**src/rtl/pdws_pkg.sv**
```systemverilog
package pdws_pkg;

    localparam int SMOOTH_WEIGHT = 10;
    localparam int ACCUM_BITS    = 48;
    localparam int RANGE_BITS    = 16;

    localparam int SMOOTH_W    = 24;
    localparam int SMOOTH_DIV  = SMOOTH_WEIGHT + 1;
    localparam int DIV_LOG     = $clog2(SMOOTH_DIV);
    localparam int NUM_W       = SMOOTH_W + DIV_LOG;
    localparam int RECIP_SHIFT = NUM_W + DIV_LOG;
    localparam int PROD_W      = NUM_W + RECIP_SHIFT;
    localparam longint unsigned RECIP_MUL =
        ((64'd1 << RECIP_SHIFT) + SMOOTH_WEIGHT) / SMOOTH_DIV;
    localparam logic [SMOOTH_W-1:0] SMOOTH_RESET = 24'd15360;

    localparam int ERR_W     = 33;
    localparam int DERR_W    = 34;
    localparam int ESUM_LO_W = ACCUM_BITS / 2;
    localparam int ESUM_HI_W = ACCUM_BITS - ESUM_LO_W;
    localparam int PP_W      = ERR_W + 33;
    localparam int PD_W      = DERR_W + 33;
    localparam int PL_W      = ESUM_LO_W + 34;
    localparam int PH_W      = ESUM_HI_W + 33;
    localparam int SUM_W     = ACCUM_BITS + 34;
    localparam int SH_W      = SUM_W - 16;
    localparam int CORR_W    = 32;
    localparam int ROUND_HALF = 32768;
    localparam longint CORR_LIMIT = 64'sd1 <<< 30;
    localparam logic signed [SH_W-1:0] CORR_POS = SH_W'(CORR_LIMIT);
    localparam logic signed [SH_W-1:0] CORR_NEG = -CORR_POS;

    localparam int DRIVE_SUM = 30;
    localparam logic [9:0] DUTY_CENTER = 10'd76;
    localparam logic [9:0] DUTY_FAR    = 10'd115;
    localparam logic [9:0] DUTY_CLOSE  = 10'd38;

    localparam int APB_ADDR_W = 5;

    typedef enum logic [1:0] {
        STEER_CENTER = 2'd0,
        STEER_FAR    = 2'd1,
        STEER_CLOSE  = 2'd2
    } steer_t;

    typedef enum logic [2:0] {
        REG_KP            = 3'd0,
        REG_KI            = 3'd1,
        REG_KD_OVER_DT    = 3'd2,
        REG_BASE_SPEED    = 3'd3,
        REG_WALL_TARGET   = 3'd4,
        REG_WALL_DEADBAND = 3'd5,
        REG_DRIVE_MIN     = 3'd6,
        REG_DRIVE_MAX     = 3'd7
    } reg_idx_t;

    typedef struct packed {
        logic [31:0] kp;
        logic [31:0] ki;
        logic [31:0] kd_over_dt;
        logic [4:0]  base_speed;
        logic [15:0] wall_target;
        logic [15:0] wall_deadband;
        logic [7:0]  drive_min;
        logic [7:0]  drive_max;
    } cfg_t;

    typedef struct packed {
        logic [SMOOTH_W-1:0]          smoothed;
        logic signed [ERR_W-1:0]      err;
        logic signed [DERR_W-1:0]     derr;
        logic signed [ACCUM_BITS-1:0] esum;
    } track_t;

    typedef struct packed {
        logic [SMOOTH_W-1:0]      smoothed;
        logic signed [CORR_W-1:0] corr;
    } corr_t;

endpackage

```
**src/rtl/pdws_out.sv**
```systemverilog
module pdws_out (
    input  logic            aclk,
    input  logic            aresetn,
    input  pdws_pkg::cfg_t  cfg,
    input  logic            in_valid,
    output logic            in_ready,
    input  pdws_pkg::corr_t in_data,
    output logic            m_tvalid,
    input  logic            m_tready,
    output logic [47:0]     m_tdata
);

    logic                  valid_reg;
    logic [47:0]           data_reg, data_next;
    logic signed [25:0]    diff;
    logic [25:0]           mag;
    logic [17:0]           werr_mag;
    logic signed [18:0]    werr;
    logic signed [18:0]    band;
    pdws_pkg::steer_t      choice;
    logic [9:0]            duty;
    logic signed [6:0]     base_first;
    logic signed [6:0]     base_second;
    logic [7:0]            drive_first;
    logic [7:0]            drive_second;

    function automatic logic [7:0] drive_calc(input logic signed [6:0]  base,
                                              input logic signed [31:0] corr,
                                              input logic [7:0]         dmin,
                                              input logic [7:0]         dmax);
        logic signed [33:0] x;
        logic signed [33:0] lo;
        logic signed [33:0] hi;
        logic [33:0]        r;
        x  = ($signed(34'(base)) <<< 8) - 34'(corr);
        lo = $signed({18'd0, dmin, 8'd0});
        hi = $signed({18'd0, dmax, 8'd0});
        if (x < lo) x = lo;
        if (x > hi) x = hi;
        r = $unsigned(x) + 34'd128;
        return r[15:8];
    endfunction

    assign in_ready = !valid_reg || m_tready;
    assign m_tvalid = valid_reg;
    assign m_tdata  = data_reg;

    always_comb begin
        diff     = $signed({2'b00, in_data.smoothed}) - $signed({2'b00, cfg.wall_target, 8'd0});
        mag      = diff[25] ? $unsigned(-diff) : $unsigned(diff);
        werr_mag = mag[25:8];
        werr     = diff[25] ? -$signed({1'b0, werr_mag}) : $signed({1'b0, werr_mag});
        band     = $signed({3'b000, cfg.wall_deadband});
        if (werr > band) begin
            choice = pdws_pkg::STEER_FAR;
            duty   = pdws_pkg::DUTY_FAR;
        end else if (werr < -band) begin
            choice = pdws_pkg::STEER_CLOSE;
            duty   = pdws_pkg::DUTY_CLOSE;
        end else begin
            choice = pdws_pkg::STEER_CENTER;
            duty   = pdws_pkg::DUTY_CENTER;
        end

        base_first   = 7'(pdws_pkg::DRIVE_SUM) - $signed({2'b00, cfg.base_speed});
        base_second  = $signed({2'b00, cfg.base_speed});
        drive_first  = drive_calc(base_first, in_data.corr, cfg.drive_min, cfg.drive_max);
        drive_second = drive_calc(base_second, in_data.corr, cfg.drive_min, cfg.drive_max);

        data_next = {4'd0, in_data.smoothed[23:8], drive_second, drive_first, duty,
                     choice};
    end

    always_ff @(posedge aclk) begin
        if (!aresetn) begin
            valid_reg <= 1'b0;
        end else if (in_ready) begin
            valid_reg <= in_valid;
        end
    end

    always_ff @(posedge aclk) begin
        if (in_ready && in_valid) begin
            data_reg <= data_next;
        end
    end

endmodule

```
**config.mk**
```make
export PLATFORM = sky130hd
export DESIGN_NAME = pdws_out
export DESIGN_NICKNAME = d
export VERILOG_FILES = /design/src/rtl/pdws_pkg.sv /design/src/rtl/pdws_out.sv
export SDC_FILE = /design/constraint.sdc
export NUM_CORES = 1
export LEC_CHECK = 0
export ABC_AREA = 1
export ABC_CLOCK_PERIOD_IN_PS = 8300
export BUFFER_PORTS_ARGS = -buffer_cell sky130_fd_sc_hd__buf_2
export CORE_ASPECT_RATIO = 1.25
export CORE_MARGIN = 4
export CORE_UTILIZATION = 51
export CTS_CLUSTER_DIAMETER = 120
export DETAILED_ROUTE_END_ITERATION = 16
export PLACE_DENSITY = 0.76
export SLEW_MARGIN = 40
export SYNTH_ARGS = -nofsm -noshare
export SYNTH_HDL_FRONTEND = slang
export SYNTH_SLANG_ARGS = --single-unit
```
**constraint.sdc**
```tcl
create_clock -name aclk -period 8.3 [get_ports aclk]
set_input_delay 1.245 -clock aclk [delete_from_list [all_inputs] [get_ports aclk]]
set_output_delay 1.245 -clock aclk [all_outputs]
set_load 0.005 [all_outputs]
```
# Word level (Yosys, flattened, before mapping)
# Index checks and enable logic that the tools add are counted.
# classes
div_mod_pow,0
n_addsub,9
n_eq_ne,0
order_cmp,6
bitwise,0
n_shift,0
reduce_logical,3
muxes,8
mul,0
# op_table
cell,count
34-bit by 17-bit greater-than comparator with 1-bit output,2
34-bit 2-to-1 mux,2
33-bit by 17-bit less-than comparator with 1-bit output,2
14-bit by 32-bit subtractor with 33-bit output,2
16-bit by 8-bit adder with 16-bit output (second input constant),2
16-bit 2-to-1 mux,2
26-bit 2-to-1 mux,1
25-bit negator with 26-bit output,1
24-bit by 24-bit subtractor with 25-bit output,1
19-bit by 17-bit greater-than comparator with 1-bit output,1
19-bit less-than comparator,1
19-bit 2-to-1 mux,1
16-bit negator with 19-bit output,1
18-bit negator with 19-bit output,1
7-bit 2-to-1 mux,1
5-bit by 5-bit subtractor with 6-bit output (first input constant),1
2-bit 2-to-1 mux,1
1-bit logical AND,1
1-bit logical NOT,1
1-bit logical OR,1
# totals
n_memories,0
romBits,0
ff_bits,45
latch_bits,0
word_cells,29
mem_bits_rw,0

# Logic depth before layout (Yosys ltp)
# logic_depth
word_depth,7
depth_mapped,43

# Worst setup path after synthesis
# Ideal clock, no wire load.
# synth_timing
kind,input port to flip-flop
start,input cfg[48] (netlist bit)
end,register data_reg[19] (netlist: m_tdata[19]) (data pin)
arrival_ns,6.967
path_stages,39
setup_slack_ns,1.081
t_required_ns,8.048
cell_sequence,nand3_1 -> and3b_1 -> ha_1 -> nand2_1 -> inv_1 -> nand2_1 -> nand2_1 -> nor2_1 -> nand2_1 -> xor2_1 -> ha_1 -> a21oi_1 -> a21boi_0 -> nor4_1 -> nand3b_1 -> nor3_1 -> ha_1 -> inv_1 -> (+3 left out) -> ha_1 -> nand2_1 -> nor2_1 -> inv_1 -> o21ai_0 -> nand2_1 -> nand2_1 -> a21boi_0 -> nor2_1 -> nor2_1 -> clkbuf_1 -> nand3_1 -> nand2_1 -> nand2_1 -> nor2_2 -> nand2_1 -> nand2_1 -> nand2_1
# synth_between
elab_chain_cells,7
# synth_lines
item,line_no,text
"start, declared",pdws_out.sv:4,"input pdws_pkg::cfg_t cfg,"
5-bit by 5-bit subtractor with 6-bit output (*),pdws_out.sv:65,"base_first = 7'(pdws_pkg::DRIVE_SUM) - $signed({2'b00, cfg.base_speed});"
14-bit by 32-bit subtractor with 33-bit output (*),pdws_out.sv:35,x = ($signed(34'(base)) <<< 8) - 34'(corr);
33-bit by 17-bit less-than comparator with 1-bit output,pdws_out.sv:38,if (x < lo) x = lo;
34-bit 2-to-1 mux (*),pdws_out.sv:38,
34-bit by 17-bit greater-than comparator with 1-bit output,pdws_out.sv:39,if (x > hi) x = hi;
16-bit 2-to-1 mux (*),pdws_out.sv:39,
16-bit by 8-bit adder with 16-bit output (*),pdws_out.sv:40,r = $unsigned(x) + 34'd128;
via data_next[19],pdws_out.sv:14,"logic [47:0] data_reg, data_next;"
"end signal, assigned",pdws_out.sv:84,data_reg <= data_next;
"end, declared",pdws_out.sv:14,
# The timed path passes the listed nets; every way through them passes the cells marked *.
# A chain may end at the register's enable or synchronous reset.

# Final worst setup path
# layout_timing
start,input cfg[48] (netlist bit)
end,register data_reg[15] (netlist: m_tdata[15]) (data pin)
# The elaborated chain is that of the path after synthesis.

==> flow_metrics.env <==
export IMPL_result_of_the_run="finished, final reports clean"
export IMPL_drtPass1Iterations=5
export IMPL_cp_arrival_ns=7.51
export IMPL_clock_power_share_pct=18.5
export IMPL_critical_path_max_stage_delay_ns=0.43
export IMPL_final_antenna_net_count=0
export IMPL_timing_worst_setup_path_type="in2reg"
export IMPL_ff2ff_setup_slack_ns=6.72
export IMPL_grt_first_pass_wirelength_um=49500
export IMPL_seq_area_um2=1160
export IMPL_power_total_w=0.00123
export IMPL_final_cell_count_no_fill=2189
export IMPL_fin_ws_ns=0.827
export IMPL_grt_setup_unrepaired="false"
export IMPL_initial_utilization_pct=52.0
export IMPL_vias=11600
export IMPL_die_width_um=134
export IMPL_initial_antenna_violation_count=1
export IMPL_drive_above_1_share_pct=12.3
export IMPL_ys_async_sr_fraction_pct=0
export IMPL_power_frac_seq_pct=19.6
export IMPL_route_detailed_drc=0
export IMPL_detail_route_wirelength_um=31300
export IMPL_ys_warn_count=0
export IMPL_hold_path_class="reg2reg"
export IMPL_cell_internal_pwr_w=0.000646
export IMPL_io_buffer_count=155
export IMPL_final_max_slew_violation_count=0
export IMPL_postSynth_topFlopCell="edfxtp_1"
export IMPL_synthMostInstantiatedCell="nand2_1"
export IMPL_layout_nets=2249
export IMPL_gp_congestion=0.969
export IMPL_placement_rows=57
export IMPL_setup_viol=0
export IMPL_dieHeight_um=166
export IMPL_pre_cts_ws_ns=0.535
export IMPL_pwr_share_comb_pct=62.0
export IMPL_final_setup_skew_ns=0.00242
export IMPL_i_o_pin_count=259
export IMPL_timing_final_crit_period_ns=7.47
export IMPL_max_cap_violations=0
export IMPL_synth_edf_count=38
export IMPL_netlist_top_cells_area="nand2_1 21%, ha_1 14%, inv_1 11%"
export IMPL_irDropWorstVdd_mv=0.0753
export IMPL_cts_buffer_depth=2
export IMPL_yosysTopAreaCellShare_pct=20.5
export IMPL_worst_slew_pin_slew_ns=0.642
export IMPL_htreeDepth=2
export IMPL_critPathSlowestCell="nand4_1"
export IMPL_flow_area_growth_from_synthesis_pct=11.5
export IMPL_number_of_global_route_vias_before_repair=11000
export IMPL_place_detailed_hpwl_um=26800
export IMPL_clock_sinks=39
export IMPL_power_per_cell_area_nw_per_um2=109
export IMPL_synth_largest_area_cell="nand2_1"
export IMPL_worst_ep_required_time_ns=8.34
export IMPL_timing_critical_path_from_type="input port"
export IMPL_synth_seq_cells=39
export IMPL_gr_usage_all_layers_pct=27.5
export IMPL_die_area_um2=22200
export IMPL_synthDistinctLibCells=53
export IMPL_timing_critical_path_mode_cell="nand2_1"
export IMPL_fillCellCount=2044
export IMPL_synthTopCellsByCount="553 x nand2_1, 307 x inv_1, 175 x nor2_1, 168 x nand3_1, 117 x ha_1"
export IMPL_holdPathStages=2
export IMPL_first_iter_violations=786
export IMPL_globalRouteOverflowTotal=0
export IMPL_clk_insertion_delay_late_ns=0.29
export IMPL_tritoncts="yes"
export IMPL_critPathMaxFanout=11
export IMPL_maxClockFrequency_ghz=0.134
export IMPL_depth_of_the_worst_register_to_register_path=2
export IMPL_synth_seq_area_share_pct=11.5
export IMPL_final_min_period_over_clock_period_pct=90.0
export IMPL_max_slew_margin_rel_pct=57.1
export IMPL_final_setup_tns_ns=0
export IMPL_core_um2=19500
export IMPL_cts_buffers_inserted=5
export IMPL_number_of_failing_hold_endpoints_at_the_final_stage=0
export IMPL_grt_max_degree=35
export IMPL_drt_wl_cell_um=14.3
export IMPL_synth_cell_area_um2=10100
export IMPL_clock_root_buffer="clkbuf_16"
export IMPL_postCtsHoldBufs=0
export IMPL_dp_cells=2180
export IMPL_net_switching_power_w=0.000588
export IMPL_multi_input_comb_area_um2=7650
export IMPL_worst_setup_path_end_kind="flip-flop"
export IMPL_syn_instance_count=1776
export IMPL_final_core_utilization_pct=58.0
export IMPL_syn_mean_instance_area_um2=5.70
export IMPL_avgViaCountPerCell=5.30
export IMPL_path_clk_slew_ns=0.06
export IMPL_p_leak_nw=6.43
export IMPL_switching_share_pct=47.7
power by group through the flow:
stage          Clock, W  Sequential, W  Combinational [W]
6_report       0.000228       0.000241           0.000765
5_1_grt        0.000239       0.000243           0.000869
4_1_cts        0.000233       0.000242           0.000759
3_5_place_dp          0       0.000246           0.000754
3_3_place_gp          0       0.000245           0.000733
2_1_floorplan         0       0.000249           0.000545
critical path: cells and delay by family:
| kind | cells | cell delay, ns |
|---|---|---|
| AND/OR/NAND/NOR | 18 | 2.33 |
| AO/OA/AOI/OAI | 8 | 1.49 |
| adder cells (fa/ha/maj) | 5 | 1.49 |
| XOR/XNOR | 3 | 0.56 |
| buffers and inverters | 3 | 0.39 |
layer usage:
metal  part of all wire [%]  track usage [%]  vias up
met5                      0                0        -
met4                    6.5             17.5        0
met3                    4.3             1.91      102
met2                     50             52.6      359
met1                     39             29.1     5178
li1                       -                -     5969
path summary, 6_finish.rpt:
| path | from | end |
|---|---|---|
| setup / recovery | cfg[48] | m_tdata[15] |
| hold / removal | m_tvalid | m_tvalid |
| setup reg to reg | m_tvalid | m_tdata[36] |
| hold reg to reg | m_tvalid | m_tvalid |
through the flow:
step / area, um^2 / hold WS [ns]
floorplan: 10100 / 0.523
global placement: 11100 / 0.526
detailed placement: 11100 / 0.537
CTS: 11300 / 0.548
global route: 11300 / 0.598
finish: 11300 / 0.548
repair_timing:
item | 4_1_cts | 5_1_grt
endpoints found under the setup margin | 0 | 3
buffers inserted | 0 | 0
gates resized for setup | 0 | 1
area by class of cell:
cell class              instances  area share (%)
well taps                     265            2.94
clock buffers                   5            1.11
repair buffers                159            7.14
multi-input cells            1406            67.8
clock inverters                 3           0.388
diodes                          1          0.0222
flip-flops and latches         39            10.3
inverters                     311            10.3
logic make-up (layout without fill, tap and decap cells):
family	after synthesis	after routing	synth area share, %
other cells	1	8	0.0370
buf+inv	337	478	13.3
simple gates	1051	1051	45.3
flops	39	39	11.5
xor+xnor	65	65	5.85
fa+ha+maj	118	118	14.7
compound gates	165	165	9.34
placed cells by master, fill, tap and decap left out, drive strengths merged, types with 10 or more instances in the layout:
cell    count
o21ai      52
nand3     173
a21oi      78
nand2     579
ha        117
edfxtp     38
buf       159
nor3       27
nor2      200
nor4       10
inv       310
nand4      41
xor2       61
sequential cells by signal, indices dropped and copies added, names as in the netlist:
name	flops
m_tvalid	1
m_tdata	38
(Power assumes the default switching activity.)
