### config.mk
export PLATFORM = sky130hd
export DESIGN_NAME = pdws_cfg_regs
export DESIGN_NICKNAME = d
export VERILOG_FILES = /design/src/rtl/pdws_pkg.sv /design/src/rtl/pdws_cfg_regs.sv
export SDC_FILE = /design/constraint.sdc
export NUM_CORES = 1
export LEC_CHECK = 0
export ABC_AREA = 0
export BUFFER_PORTS_ARGS = -buffer_cell sky130_fd_sc_hd__buf_2
export CORE_ASPECT_RATIO = 0.7
export CORE_MARGIN = 5
export CORE_UTILIZATION = 40
export DETAILED_ROUTE_END_ITERATION = 16
export GPL_ROUTABILITY_DRIVEN = 1
export PLACE_DENSITY = 0.65
export REMOVE_ABC_BUFFERS = 1
export SYNTH_ARGS = -nofsm -noshare
export SYNTH_HDL_FRONTEND = slang
export SYNTH_SLANG_ARGS = --single-unit
### constraint.sdc
create_clock -name aclk -period 3.11 [get_ports aclk]
set_input_delay 0 -clock aclk [delete_from_list [all_inputs] [get_ports aclk]]
set_output_delay 0 -clock aclk [all_outputs]
set_load 0.05 [all_outputs]
### src/rtl/pdws_pkg.sv
package pdws_pkg;

    localparam int SMOOTH_WEIGHT = 10;
    localparam int ACCUM_BITS    = 48;
    localparam int RANGE_BITS    = 16;

    localparam int SMOOTH_W    = 24;
    localparam int SMOOTH_DIV  = SMOOTH_WEIGHT + 1;
    localparam int DIV_LOG     = $clog2(SMOOTH_DIV);
    localparam int NUM_W       = SMOOTH_W + DIV_LOG;
    localparam int RECIP_SHIFT = NUM_W + DIV_LOG;
    localparam int PROD_W      = NUM_W + RECIP_SHIFT;
    localparam longint unsigned RECIP_MUL =
        ((64'd1 << RECIP_SHIFT) + SMOOTH_WEIGHT) / SMOOTH_DIV;
    localparam logic [SMOOTH_W-1:0] SMOOTH_RESET = 24'd15360;

    localparam int ERR_W     = 33;
    localparam int DERR_W    = 34;
    localparam int ESUM_LO_W = ACCUM_BITS / 2;
    localparam int ESUM_HI_W = ACCUM_BITS - ESUM_LO_W;
    localparam int PP_W      = ERR_W + 33;
    localparam int PD_W      = DERR_W + 33;
    localparam int PL_W      = ESUM_LO_W + 34;
    localparam int PH_W      = ESUM_HI_W + 33;
    localparam int SUM_W     = ACCUM_BITS + 34;
    localparam int SH_W      = SUM_W - 16;
    localparam int CORR_W    = 32;
    localparam int ROUND_HALF = 32768;
    localparam longint CORR_LIMIT = 64'sd1 <<< 30;
    localparam logic signed [SH_W-1:0] CORR_POS = SH_W'(CORR_LIMIT);
    localparam logic signed [SH_W-1:0] CORR_NEG = -CORR_POS;

    localparam int DRIVE_SUM = 30;
    localparam logic [9:0] DUTY_CENTER = 10'd76;
    localparam logic [9:0] DUTY_FAR    = 10'd115;
    localparam logic [9:0] DUTY_CLOSE  = 10'd38;

    localparam int APB_ADDR_W = 5;

    typedef enum logic [1:0] {
        STEER_CENTER = 2'd0,
        STEER_FAR    = 2'd1,
        STEER_CLOSE  = 2'd2
    } steer_t;

    typedef enum logic [2:0] {
        REG_KP            = 3'd0,
        REG_KI            = 3'd1,
        REG_KD_OVER_DT    = 3'd2,
        REG_BASE_SPEED    = 3'd3,
        REG_WALL_TARGET   = 3'd4,
        REG_WALL_DEADBAND = 3'd5,
        REG_DRIVE_MIN     = 3'd6,
        REG_DRIVE_MAX     = 3'd7
    } reg_idx_t;

    typedef struct packed {
        logic [31:0] kp;
        logic [31:0] ki;
        logic [31:0] kd_over_dt;
        logic [4:0]  base_speed;
        logic [15:0] wall_target;
        logic [15:0] wall_deadband;
        logic [7:0]  drive_min;
        logic [7:0]  drive_max;
    } cfg_t;

    typedef struct packed {
        logic [SMOOTH_W-1:0]          smoothed;
        logic signed [ERR_W-1:0]      err;
        logic signed [DERR_W-1:0]     derr;
        logic signed [ACCUM_BITS-1:0] esum;
    } track_t;

    typedef struct packed {
        logic [SMOOTH_W-1:0]      smoothed;
        logic signed [CORR_W-1:0] corr;
    } corr_t;

endpackage

### src/rtl/pdws_cfg_regs.sv
module pdws_cfg_regs (
    input  logic                             aclk,
    input  logic                             aresetn,
    input  logic                             psel,
    input  logic                             penable,
    input  logic                             pwrite,
    input  logic [pdws_pkg::APB_ADDR_W-1:0]  paddr,
    input  logic [31:0]                      pwdata,
    output logic [31:0]                      prdata,
    output logic                             pready,
    output pdws_pkg::cfg_t                   cfg
);

    pdws_pkg::cfg_t   cfg_reg;
    pdws_pkg::reg_idx_t idx;
    logic             wr_en;

    assign pready = 1'b1;
    assign idx    = pdws_pkg::reg_idx_t'(paddr[4:2]);
    assign wr_en  = psel & penable & pwrite & pready;
    assign cfg    = cfg_reg;

    always_ff @(posedge aclk) begin
        if (!aresetn) begin
            cfg_reg.kp            <= 32'd167772;
            cfg_reg.ki            <= 32'd13422;
            cfg_reg.kd_over_dt    <= 32'd168;
            cfg_reg.base_speed    <= 5'd17;
            cfg_reg.wall_target   <= 16'd60;
            cfg_reg.wall_deadband <= 16'd5;
            cfg_reg.drive_min     <= 8'd12;
            cfg_reg.drive_max     <= 8'd18;
        end else if (wr_en) begin
            unique case (idx)
                pdws_pkg::REG_KP:            cfg_reg.kp            <= pwdata;
                pdws_pkg::REG_KI:            cfg_reg.ki            <= pwdata;
                pdws_pkg::REG_KD_OVER_DT:    cfg_reg.kd_over_dt    <= pwdata;
                pdws_pkg::REG_BASE_SPEED:    cfg_reg.base_speed    <= pwdata[4:0];
                pdws_pkg::REG_WALL_TARGET:   cfg_reg.wall_target   <= pwdata[15:0];
                pdws_pkg::REG_WALL_DEADBAND: cfg_reg.wall_deadband <= pwdata[15:0];
                pdws_pkg::REG_DRIVE_MIN:     cfg_reg.drive_min     <= pwdata[7:0];
                pdws_pkg::REG_DRIVE_MAX:     cfg_reg.drive_max     <= pwdata[7:0];
            endcase
        end
    end

    always_comb begin
        unique case (idx)
            pdws_pkg::REG_KP:            prdata = cfg_reg.kp;
            pdws_pkg::REG_KI:            prdata = cfg_reg.ki;
            pdws_pkg::REG_KD_OVER_DT:    prdata = cfg_reg.kd_over_dt;
            pdws_pkg::REG_BASE_SPEED:    prdata = {27'd0, cfg_reg.base_speed};
            pdws_pkg::REG_WALL_TARGET:   prdata = {16'd0, cfg_reg.wall_target};
            pdws_pkg::REG_WALL_DEADBAND: prdata = {16'd0, cfg_reg.wall_deadband};
            pdws_pkg::REG_DRIVE_MIN:     prdata = {24'd0, cfg_reg.drive_min};
            pdws_pkg::REG_DRIVE_MAX:     prdata = {24'd0, cfg_reg.drive_max};
        endcase
    end

endmodule

=== After elaboration in Yosys (flattened, before gate mapping) ===
Cells that the tools add are included.

* Bits in registers: 149
* Latch bits: 0
* Memory bits (writable): 0
* Bits in read-only memories: 0
* Input port bits: 42
* Output and inout port bits: 182
* Word-level logic and storage cells: 27
* Memories kept: 0

* Add/sub/neg operators: 0
* $mul: 0
* Divide/modulo/power cells: 0
* $lt $le $gt $ge: 0
* Eq/ne operators: 7
* Shifts and indexed selects: 0
* Muxes and demuxes: 1
* Bitwise logic cells: 2
* Reduce and logical (&&, ||, !) cells: 9

{| class="wikitable"
|+ Operators by type and width
! cell !! number
|-
| 32-bit case mux with 8 select lines || 1
|-
| 2-bit AND reduction || 8
|-
| 3-bit == test, second input constant || 4
|-
| 3-bit by 2-bit == test with 1-bit output, second input constant || 2
|-
| 3-bit by 1-bit == test with 1-bit output, second input constant || 1
|-
| 3-bit zero test || 1
|-
| 1-bit bitwise AND || 2
|}

=== Longest topological paths before layout ===
Gate-level depths: netlist of run 1.

* Word-level depth: 3
* Gate-level depth with buffers: 7

=== Worst setup path after synthesis of run 1 ===
No wires, ideal clock.

* Kind: reg2out
* From: reg cfg_reg, in the netlist cfg[64]
* To: out prdata[11]
* Arrival time: 2.127 ns
* Setup slack: 0.983 ns
* Stages on the path, launching flop included: 3
* Path buffers: 0
* Cell sequence: dfxtp_1 a22oi_1 o32ai_1

* Word-level cells in the longest chain between the ends: 1

{| class="wikitable"
|+ RTL lines
! what !! line !! source
|-
| start, declared || pdws_cfg_regs.sv:14 || <nowiki>pdws_pkg::cfg_t cfg_reg;</nowiki>
|-
| 32-bit case mux with 8 select lines || pdws_cfg_regs.sv:48 || <nowiki>unique case (idx)</nowiki>
|-
| end, declared || pdws_cfg_regs.sv:9 || <nowiki>output logic [31:0] prdata,</nowiki>
|}

No other way between the ends.

=== Worst setup path after layout of run 1 ===
* From: in paddr[3] in the netlist's numbering
* To: out prdata[11]

* Word-level cells in the longest chain between the ends: 2
* Elaborated cells between the ends (all ways): 9
* Classes of those cells: eq/ne (7); mux (1); reduce/logical (1)

{| class="wikitable"
|+ RTL lines
! what !! line !! source
|-
| start, declared || pdws_cfg_regs.sv:7 || <nowiki>input logic [pdws_pkg::APB_ADDR_W-1:0] paddr,</nowiki>
|-
| 3-bit == test, or another cell as far along || pdws_cfg_regs.sv:48 ||
|-
| 32-bit case mux with 8 select lines * || pdws_cfg_regs.sv:48 ||
|}

Mark *: on every way between the ends. The rest lies on a longest branch, timed or not.

==> results of run 1 <==
==> cell type report <==
| cell class | instances | share of cell area |
|---|---|---|
| Sequential cell | 149 | 0.329 |
| Multi-Input combinational cell | 651 | 0.393 |
| Clock inverter | 12 | 0.0194 |
| Inverter | 3 | 0.00124 |
| Clock buffer | 20 | 0.0503 |
| Tap cell | 231 | 0.0318 |
| Timing Repair Buffer | 273 | 0.176 |
==> routing by layer <==
metal	vias to the layer above	GRT usage	share of wire
li1	3380	-	-
met1	3261	0.341	0.46
met2	338	0.351	0.43
met3	22	0.0690	0.095
met4	0	0.0598	0.012
met5	-	0	0
==> power by group through the flow <==
stage / clock (mW) / sequential (mW) / combinational (mW)
after floorplan: 0 / 2.04 / 0.181
after global placement: 0 / 1.98 / 0.446
after detailed placement: 0 / 1.98 / 0.449
after CTS: 2.24 / 1.94 / 0.481
after global routing: 2.33 / 1.94 / 0.511
final: 2.23 / 1.94 / 0.483
==> layout by cell type (no fill, tap or decap), types with 3 or more instances in the layout <==
cell type / n
o32ai_1: 4
buf_2: 219
clkbuf_16: 17
inv_1: 3
a22o_1: 4
mux4_2: 3
a21boi_1: 48
a221oi_1: 3
a32o_1: 3
buf_4: 21
o22ai_1: 4
a211oi_1: 4
or3b_2: 3
nand3_1: 35
a21oi_1: 23
mux2_2: 3
nor2_4: 4
nor2_1: 53
o22a_1: 3
o211ai_1: 3
nand2b_1: 4
nor2b_1: 5
nand2_2: 3
dfxtp_1: 149
nor3_1: 4
clkinv_2: 3
and2_1: 4
nand4b_1: 3
dlygate4sd3_1: 32
a22oi_1: 6
mux2i_1: 27
a21boi_0: 68
nand2_1: 289
bufinv_16: 4
o21ai_0: 22
o2bb2ai_1: 3
==> worst max-delay path by stage <==
stage / to / slack, ps / depth (start not counted)
2_1_floorplan: prdata[11] / 780 / 3
3_3_place_gp: prdata[15] / 940 / 6
3_5_place_dp: prdata[11] / 910 / 6
4_1_cts: prdata[11] / 920 / 6
5_1_grt: prdata[11] / 790 / 6
6_report: prdata[11] / 860 / 6
==> critical path: stages <==
cell and delay (ps):
buf_2 470, nor2b_2 800, a22oi_1 250, o22a_1 240, o32ai_1 120, buf_2 330
==> synthesized netlist by cell type (4+ instances only) <==
| cell type | number | area share |
|---|---|---|
| nand2_1 | 290 | 0.16 |
| dfxtp_1 | 149 | 0.43 |
| a21boi_0 | 68 | 0.074 |
| nor2_1 | 53 | 0.029 |
| a21boi_1 | 48 | 0.052 |
| nand3_1 | 35 | 0.025 |
| buf_2 | 30 | 0.022 |
| mux2i_1 | 27 | 0.039 |
| a21oi_1 | 23 | 0.017 |
| clkbuf_1 | 22 | 0.012 |
| o21ai_0 | 22 | 0.016 |
| buf_4 | 11 | 0.012 |
| buf_6 | 7 | 0.011 |
| a22oi_1 | 6 | 0.0065 |
| nor2b_1 | 6 | 0.0054 |
| a211oi_1 | 4 | 0.0043 |
| a22o_1 | 4 | 0.0050 |
| and2_1 | 4 | 0.0036 |
| nand2b_1 | 4 | 0.0036 |
| nor3_1 | 4 | 0.0029 |
| o22ai_1 | 4 | 0.0036 |
| o32ai_1 | 4 | 0.0050 |
==> kinds of logic after synthesis <==
logic type      after synthesis  share of synthesized area
compound gates              201                      0.205
flops                       149                      0.430
buf+inv                      74                     0.0589
other cells                   1                   0.000540
simple gates                416                      0.252
mux                          33                     0.0535
==> repair_timing <==
item | CTS | global route
hold buffers | 32 | 0
hold endpoints to repair | 149 | 0
setup endpoints to repair | 0 | 0
setup buffers | 0 | 0
==> through the flow <==
step | hold WS [ps] | power, mW | utilization
floorplan | 71.8 | 2.22 | -
global placement | 256 | 2.43 | 0.474
detailed placement | 262 | 2.43 | 0.474
CTS | 80.3 | 4.66 | 0.530
global route | 116 | 4.78 | 0.530
finish | 97.5 | 4.65 | 0.530
==> results.md, run 1 <==
* Outcome: finished, final reports clean
* Final hold violation count at 0
* Arrival @ worst endpoint at 2250 ps
* I/O Buffers at 220
* Num ports at 224
* Register area at 2980 µm²
* Iteration-0 DRC count of the detailed router at 787
* Clock Skew at 0 ps
* Min-delay src: aresetn
* Final setup viols at 0
* Die area at 20100 µm²
* Startpoint types: input pin
* H-tree depth at 4
* Via Count at 7001
* Synth async-reset ratio at 0
* Critical path capture point type: output pin
* Least-Margin Pin Slew at 823 ps
* Hold WC Path Type: input pin to register
* Post-CTS sizing at 0
* Worst skew pair latency at 420 ps
* Layout cells sized above 1 at 0.265
* DP Wirelength at 16200 µm
* Syn Inst Count at 874
* Ys Warns at 0
* Area occupied by multi-input gates at 3560 µm²
* Die X at 167 µm
* Antenna violations before repair at 0
* Setup CP Type: input pin to output pin
* CTS root buf: clkbuf_16
* First-pass GRT wire length at 37800 µm
* Slew Viols, Final at 0
* Area after DPL at 8120 µm²
* Core area at 17100 µm²
* Total CTS buffers at 17
* Setup ws final at 865 ps
* All-Layer GR Usage at 0.238
* Crit Reg-Reg Startpoint: cfg[50]$_SDFFE_PN0P_
* CP startpoint: paddr[3]
* Flop pwr share at 0.417
* Fin area at 9070 µm²
* Leakage at 3.87 nW
* Largest fanout on the critical path at 23
* Reg2reg end: cfg[50]$_SDFFE_PN0P_
* Clock Power Share at 0.479
* ANT cells at 0
* Pin count of the biggest net entering global routing at 77
* Minimum clock period at 2250 ps
* MaxCap Viol Count at 0
* Peak VDD IR at 0.000295 V
* Number of global-route vias before repair at 6428
* Rows at 40
* Wire per inst at 18.4 µm
* Max frequency at 0.445 GHz
* GP Congestion at 0.824
* Period utilisation layout at 0.722
* Worst hold stages at 2
* Routed wire length at 24600 µm
* CTS Buffer Depth at 2
* Non-Filler Instances at 1339
* PD cells at 512 nW/µm²
* Leading register cell type out of synthesis: dfxtp_1
* Nets at 1137
* Residual DRC at 0
* CP required at 3110 ps
* CTS tree: built
* Logic pwr share at 0.104
* ANT nets after route at 0
* TNS Setup at 0 ps
* Yosys cell types at 46
* Sink Count at 149
* Placed cells at 1275
* Post-DR vias/cell at 5.23
* P&R area growth vs syn at 30.7%
* Die height at 120 µm
* Avg Cell Area, Syn at 7.94 µm²
* RSZ-0062 raised after global routing: false
* Setup slack, reg-to-reg at 2370 ps
* Max reg flops at 149
* Sw Share at 0.254
* Synthesized cell area at 6940 µm²
* Filler cell count at 1672
* Drt pass-1 iters at 5
* Pre-CTS WS at 913 ps
* Register area share after synthesis at 0.430
* Grt ovf at 0
* Post-synth EDFFs at 0
* Worst-path clk slew at 60 ps
* Sw Pwr at 1.18 mW
* Internal cell power at 3.47 mW
* Hold Path Sink: cfg[95]$_SDFFE_PN1P_
* Relative slew slack at 0.449
* Synth Register Bits at 149
* Initial Utilization at 0.406
* R2R depth at 2
Power figures use the tool's default switching activity.
==> run 2, diff against run 1 <==
Clock period 3.11 ns to 2.17 ns, I/O delays scaled along.
==> results.md, run 2 (synthesized netlist as in run 1, its figures left out) <==
* Outcome: finished, final reports clean
* All-Layer GR Usage at 0.241 (+0.00301)
* Die X at 167 µm (unchanged)
* Setup ws final at 357 ps (-508 ps)
* Wire per inst at 18.1 µm (-1.2%)
* Pre-CTS WS at 346 ps (-567 ps)
* H-tree depth at 4 (unchanged)
* Pin count of the biggest net entering global routing at 76 (-1.3%)
* CTS Buffer Depth at 2 (unchanged)
* Filler cell count at 1657 (-0.90%)
* PD cells at 712 nW/µm² (+39%)
* R2R depth at 2 (unchanged)
* Final setup viols at 0 (unchanged)
* Worst hold stages at 5 (+3)
* Clock Skew at 0 ps (unchanged)
* Slew Viols, Final at 0 (unchanged)
* Worst-path clk slew at 70 ps (about the same)
* Least-Margin Pin Slew at 827 ps (+3.91 ps)
* Most frequent cells in the layout: nand2_1, buf_2, dfxtp_1, a21boi_0, nor2_1
* Peak VDD IR at 0.000438 V (+48%)
* Post-DR vias/cell at 5.24 (+0.22%)
* Setup slack, reg-to-reg at 1450 ps (-920 ps)
* Routed wire length at 24400 µm (-0.57%)
* Max frequency at 0.551 GHz
* Number of global-route vias before repair at 6769 (+5.3%)
* CTS tree: built
* Core area at 17100 µm² (unchanged)
* RSZ-0062 raised after global routing: false
* CTS root buf: clkbuf_16
* Iteration-0 DRC count of the detailed router at 603 (-23%)
* Crit-path cells: or3b_2 > o211ai_1 > a211oi_1 > nor2_1 > buf_2
* CP required at 2170 ps (-940 ps)
* Hold Path Sink: cfg[131]$_SDFFE_PN0P_
* Drt pass-1 iters at 7 (+2)
* Final hold violation count at 0 (unchanged)
* Via Count at 7058 (+0.81%)
* Total CTS buffers at 17 (unchanged)
* First-pass GRT wire length at 38300 µm (+1.3%)
* Max reg flops at 149 (unchanged)
* Min-delay src: pwrite
* I/O Buffers at 220 (unchanged)
* Most common cell after layout, fill and taps aside: nand2_1
* Startpoint types: register
* Area after DPL at 8210 µm² (+1.1%)
* Period utilisation layout at 0.836
* Arrival @ worst endpoint at 1810 ps (-440 ps)
* Antenna violations before repair at 0 (unchanged)
* Nets at 1145 (+0.70%)
* Relative slew slack at 0.449 (about the same)
* P&R area growth vs syn at 31.8%
* MaxCap Viol Count at 0 (unchanged)
* Fin area at 9150 µm² (+0.79%)
* Minimum clock period at 1810 ps
* Die height at 120 µm (unchanged)
* Residual DRC at 0 (unchanged)
* Crit Reg-Reg Startpoint: cfg[49]$_SDFFE_PN0P_
* Setup CP Type: register to output pin
* Postcts setup bufs at 0 (unchanged)
* TNS Setup at 0 ps (unchanged)
* Largest fanout on the critical path at 3 (-87%)
* Initial Utilization at 0.406 (unchanged)
* Grt ovf at 0 (unchanged)
* Num ports at 224 (unchanged)
* Placed cells at 1282 (+0.55%)
* Die area at 20100 µm² (unchanged)
* Hold WC Path Type: input pin to register
* ANT nets after route at 0 (unchanged)
* Sink Count at 149 (unchanged)
* GP Congestion at 0.818 (-0.69%)
* Worst hold margin at 142 ps (+44.7 ps)
* Leakage at 3.90 nW (+0.77%)
* Non-Filler Instances at 1347 (+0.60%)
* Critical path capture point type: output pin
* Layout cells sized above 1 at 0.271 (+0.00527)
* Crit-path slowest cell: or3b_2
* CP max stage delay at 450 ps (-350 ps)
* Worst skew pair latency at 420 ps (about the same)
* Rows at 40 (unchanged)
* DP Wirelength at 16600 µm (+2.5%)
* ANT cells at 0 (unchanged)
* Reg2reg end: cfg[49]$_SDFFE_PN0P_
[run 2: cell types whose count changed in the layout (fill, tap and decap cells not counted), moves of 2 or more]
cell        change
clkbuf_8        -2
inv_6           +2
clkinvlp_4      +2
buf_12          +3
buf_4           +4
[run 2: area by class of cell]
cell class	count	area, µm²	area share
inverters	3	11.3	0.00123
multi-input cells	651	3560	0.390
clock buffers	17	425	0.0465
well taps	231	289	0.0316
repair buffers	281	1690	0.185
flip-flops and latches	149	2980	0.326
clock inverters	15	179	0.0196
[run 2: worst max-delay path by stage]
stage / start / end / cells after the start / slack [ps]
3_3_place_gp: paddr[3] / cfg[60]$_SDFFE_PN1P_ / 5 / 400
5_1_grt: cfg[35]$_SDFFE_PN1P_ / prdata[3] / 5 / 280
2_1_floorplan: paddr[3] / prdata[11] / 3 / -160
4_1_cts: cfg[35]$_SDFFE_PN1P_ / prdata[3] / 5 / 330
6_report: cfg[32]$_SDFFE_PN0P_ / prdata[0] / 5 / 360
3_5_place_dp: paddr[3] / cfg[60]$_SDFFE_PN1P_ / 5 / 350
[run 2: what timing repair did]
item / in CTS / in global routing
endpoints found under the setup margin: 0 / 0
gates resized for setup: 0 / 0
hold buffers: 33 / 0
hold endpoints to repair: 149 / 0
[run 2: stage by stage]
step	utilization	power, mW
after floorplan	-	3.18
after global placement	0.480	3.49
after detailed placement	0.480	3.49
after CTS	0.534	6.57
after global routing	0.534	6.74
final	0.534	6.51
[run 2: critical path: cells and delay by family (launching register included)]
family / cells / cell delay, ps
and+or+nand+nor: 2 / 590
DFF: 1 / 360
buffers and inverters: 1 / 280
AOI/OAI and AO/OA: 2 / 160
[run 2: routing by layer]
| metal | up-vias | GRT usage | part of all wire |
|---|---|---|---|
| met5 | - | 0 | 0 |
| met4 | 0 | 0.0644 | 0.012 |
| met3 | 24 | 0.0676 | 0.085 |
| met2 | 288 | 0.371 | 0.43 |
| met1 | 3346 | 0.333 | 0.47 |
| li1 | 3400 | - | - |
[run 2: report_power, final]
group / switching, mW / leakage (nW) / internal (mW) / total, mW
sequential: 0.0193 / 1.20 / 2.76 / 2.78
combinational: 0.471 / 2.41 / 0.230 / 0.701
clock: 1.22 / 0.286 / 1.82 / 3.03
==> run 3, diff against run 2 <==
Clock period 2.17 ns to 1.9 ns, I/O delays scaled along.
==> results.md, run 3 (synthesized netlist as in run 1, its figures left out) <==
* Outcome: finished, final reports clean
* Clock Power Share at 0.461 (-0.005)
* RSZ-0062 raised after global routing: false
* MaxCap Viol Count at 0 (unchanged)
* Flop pwr share at 0.429 (+0.003)
* Most frequent cells in the layout: nand2_1, buf_2, dfxtp_1, a21boi_0, nor2_1
* Area occupied by multi-input gates at 3560 µm² (unchanged)
* Die height at 120 µm (unchanged)
* Worst-path clk slew at 60 ps (about the same)
* Final hold violation count at 0 (unchanged)
* GP Congestion at 0.817 (-0.17%)
* Residual DRC at 0 (unchanged)
* First-pass GRT wire length at 38500 µm (+0.47%)
* Worst skew pair latency at 420 ps (about the same)
* Min-delay src: aresetn
* CTS Buffer Depth at 2 (unchanged)
* Most common cell after layout, fill and taps aside: nand2_1
* ANT nets after route at 0 (unchanged)
* Die X at 167 µm (unchanged)
* Initial Utilization at 0.406 (unchanged)
* Crit Reg-Reg Startpoint: cfg[50]$_SDFFE_PN0P_
* Internal cell power at 5.46 mW (+14%)
* Met3 Resource Use GR at 0.0663 (-0.00131)
* All-Layer GR Usage at 0.239 (-0.00189)
* Hold Path Sink: cfg[125]$_SDFFE_PN1P_
* Logic pwr share at 0.109 (about the same)
* Startpoint types: register
* Filler cell count at 1691 (+2.1%)
* Placed cells at 1289 (+0.55%)
* Met2 usage at 0.374 (+0.00327)
* PD cells at 806 nW/µm² (+13%)
* Post-DR vias/cell at 5.22 (-0.43%)
* Drt pass-1 iters at 5 (-2)
* Grt ovf at 0 (unchanged)
* GR Layer Usage met1 at 0.329 (-0.00386)
* Hold WC Path Type: input pin to register
* Worst hold margin at 85.8 ps (-56.4 ps)
* P&R area growth vs syn at 32.0%
* CTS root buf: clkbuf_16
* Post-CTS sizing at 0 (unchanged)
* Max frequency at 0.554 GHz
* Setup slack, reg-to-reg at 1180 ps (-270 ps)
* H-tree depth at 4 (unchanged)
* Sw Share at 0.262 (-0.000946)
* Core area at 17100 µm² (unchanged)
* Relative slew slack at 0.424 (-0.0252)
* Reg2reg end: cfg[50]$_SDFFE_PN0P_
* Nets at 1151 (+0.52%)
* Register area at 2980 µm² (unchanged)
* Minimum clock period at 1810 ps
* Rows at 40 (unchanged)
* DP Wirelength at 16500 µm (-0.86%)
* Num ports at 224 (unchanged)
* Total CTS buffers at 17 (unchanged)
* GRT Max-Usage Layer: met2
* Peak VDD IR at 0.000484 V (+10%)
* Slew Viols, Final at 0 (unchanged)
* Leakage at 3.93 nW (+0.82%)
* Final setup viols at 0 (unchanged)
* Routed wire length at 24600 µm (+0.78%)
* Critical path capture point type: output pin
* Worst hold stages at 3 (-2)
* Non-Filler Instances at 1352 (+0.37%)
* Max reg flops at 149 (unchanged)
* ANT cells at 0 (unchanged)
* I/O Buffers at 220 (unchanged)
* Sink Count at 149 (unchanged)
* R2R depth at 2 (unchanged)
* Layout cells sized above 1 at 0.275 (+0.00415)
* Pin count of the biggest net entering global routing at 150 (+97%)
* Iteration-0 DRC count of the detailed router at 587 (-2.7%)
* Clock Skew at 0 ps (unchanged)
* Number of global-route vias before repair at 6789 (+0.30%)
* Arrival @ worst endpoint at 1810 ps (about the same)
* Postcts setup bufs at 0 (unchanged)
* Sw Pwr at 1.93 mW (+13%)
* Setup CP Type: register to output pin
* Least-Margin Pin Slew at 864 ps (+37.8 ps)
* Via Count at 7054 (-0.057%)
* Largest fanout on the critical path at 3 (unchanged)
* CP required at 1900 ps (-270 ps)
* Die area at 20100 µm² (unchanged)
* Period utilisation layout at 0.951
* CTS tree: built
* Antenna violations before repair at 0 (unchanged)
* Wire per inst at 18.2 µm (+0.41%)
[run 3: changes by cell type in the layout (fill, tap and decap cells not counted), sizes merged]
cell | before | now
clkinvlp | 4 | 2
clkbuf | 17 | 20
buf | 248 | 255
bufinv | 3 | 2
inv | 6 | 5
dlygate4sd3 | 33 | 32
[run 3: cell type report]
cell class	instances	share of cell area
clock inverters	11	0.0137
multi-input cells	651	0.389
inverters	3	0.00123
repair buffers	287	0.188
flip-flops and latches	149	0.326
clock buffers	20	0.0509
well taps	231	0.0315
[run 3: worst max-delay path by stage]
stage                          from                    to
3_5_place_dp               paddr[2]  cfg[19]$_SDFFE_PN0P_
6_report       cfg[35]$_SDFFE_PN1P_             prdata[3]
2_1_floorplan              paddr[3]            prdata[11]
4_1_cts        cfg[35]$_SDFFE_PN1P_             prdata[3]
5_1_grt        cfg[35]$_SDFFE_PN1P_             prdata[3]
3_3_place_gp               paddr[2]  cfg[19]$_SDFFE_PN0P_
[run 3: worst max-delay path, stage by stage, from the launching register on]
cell and delay, ps:
dfxtp_1 370, or3b_2 450, o211ai_1 110, a211oi_1 70, nor2_1 120, buf_2 270
[run 3: what timing repair did]
item,4_1_cts,5_1_grt
endpoints found under the hold margin,149,0
setup endpoints to repair,0,0
hold buffers,32,0
[run 3: routing by layer]
| metal | vias up | part of all wire |
|---|---|---|
| met5 | - | 0 |
| met2 | 293 | 0.44 |
| met1 | 3334 | 0.46 |
| met4 | 0 | 0.014 |
| met3 | 24 | 0.090 |
| li1 | 3403 | - |
[run 3: stage by stage]
step                      TNS, ps   util  total power, mW  setup WS, ps  area [µm²]
after floorplan             -1330      -             3.63          -433        6540
after global placement          0  0.482             3.99           273        8250
after detailed placement        0  0.482             3.99           229        8250
after CTS                       0  0.535             7.42          84.2        9160
after global routing            0  0.535             7.60          13.9        9160
final                           0  0.535             7.39          93.8        9160
[run 3: power groups by stage]
stage	sequential, mW	combinational, mW	clock [mW]
after floorplan	3.33	0.295	0
after global placement	3.24	0.746	0
after detailed placement	3.24	0.750	0
after CTS	3.17	0.803	3.45
after global routing	3.17	0.858	3.57
final	3.17	0.808	3.41
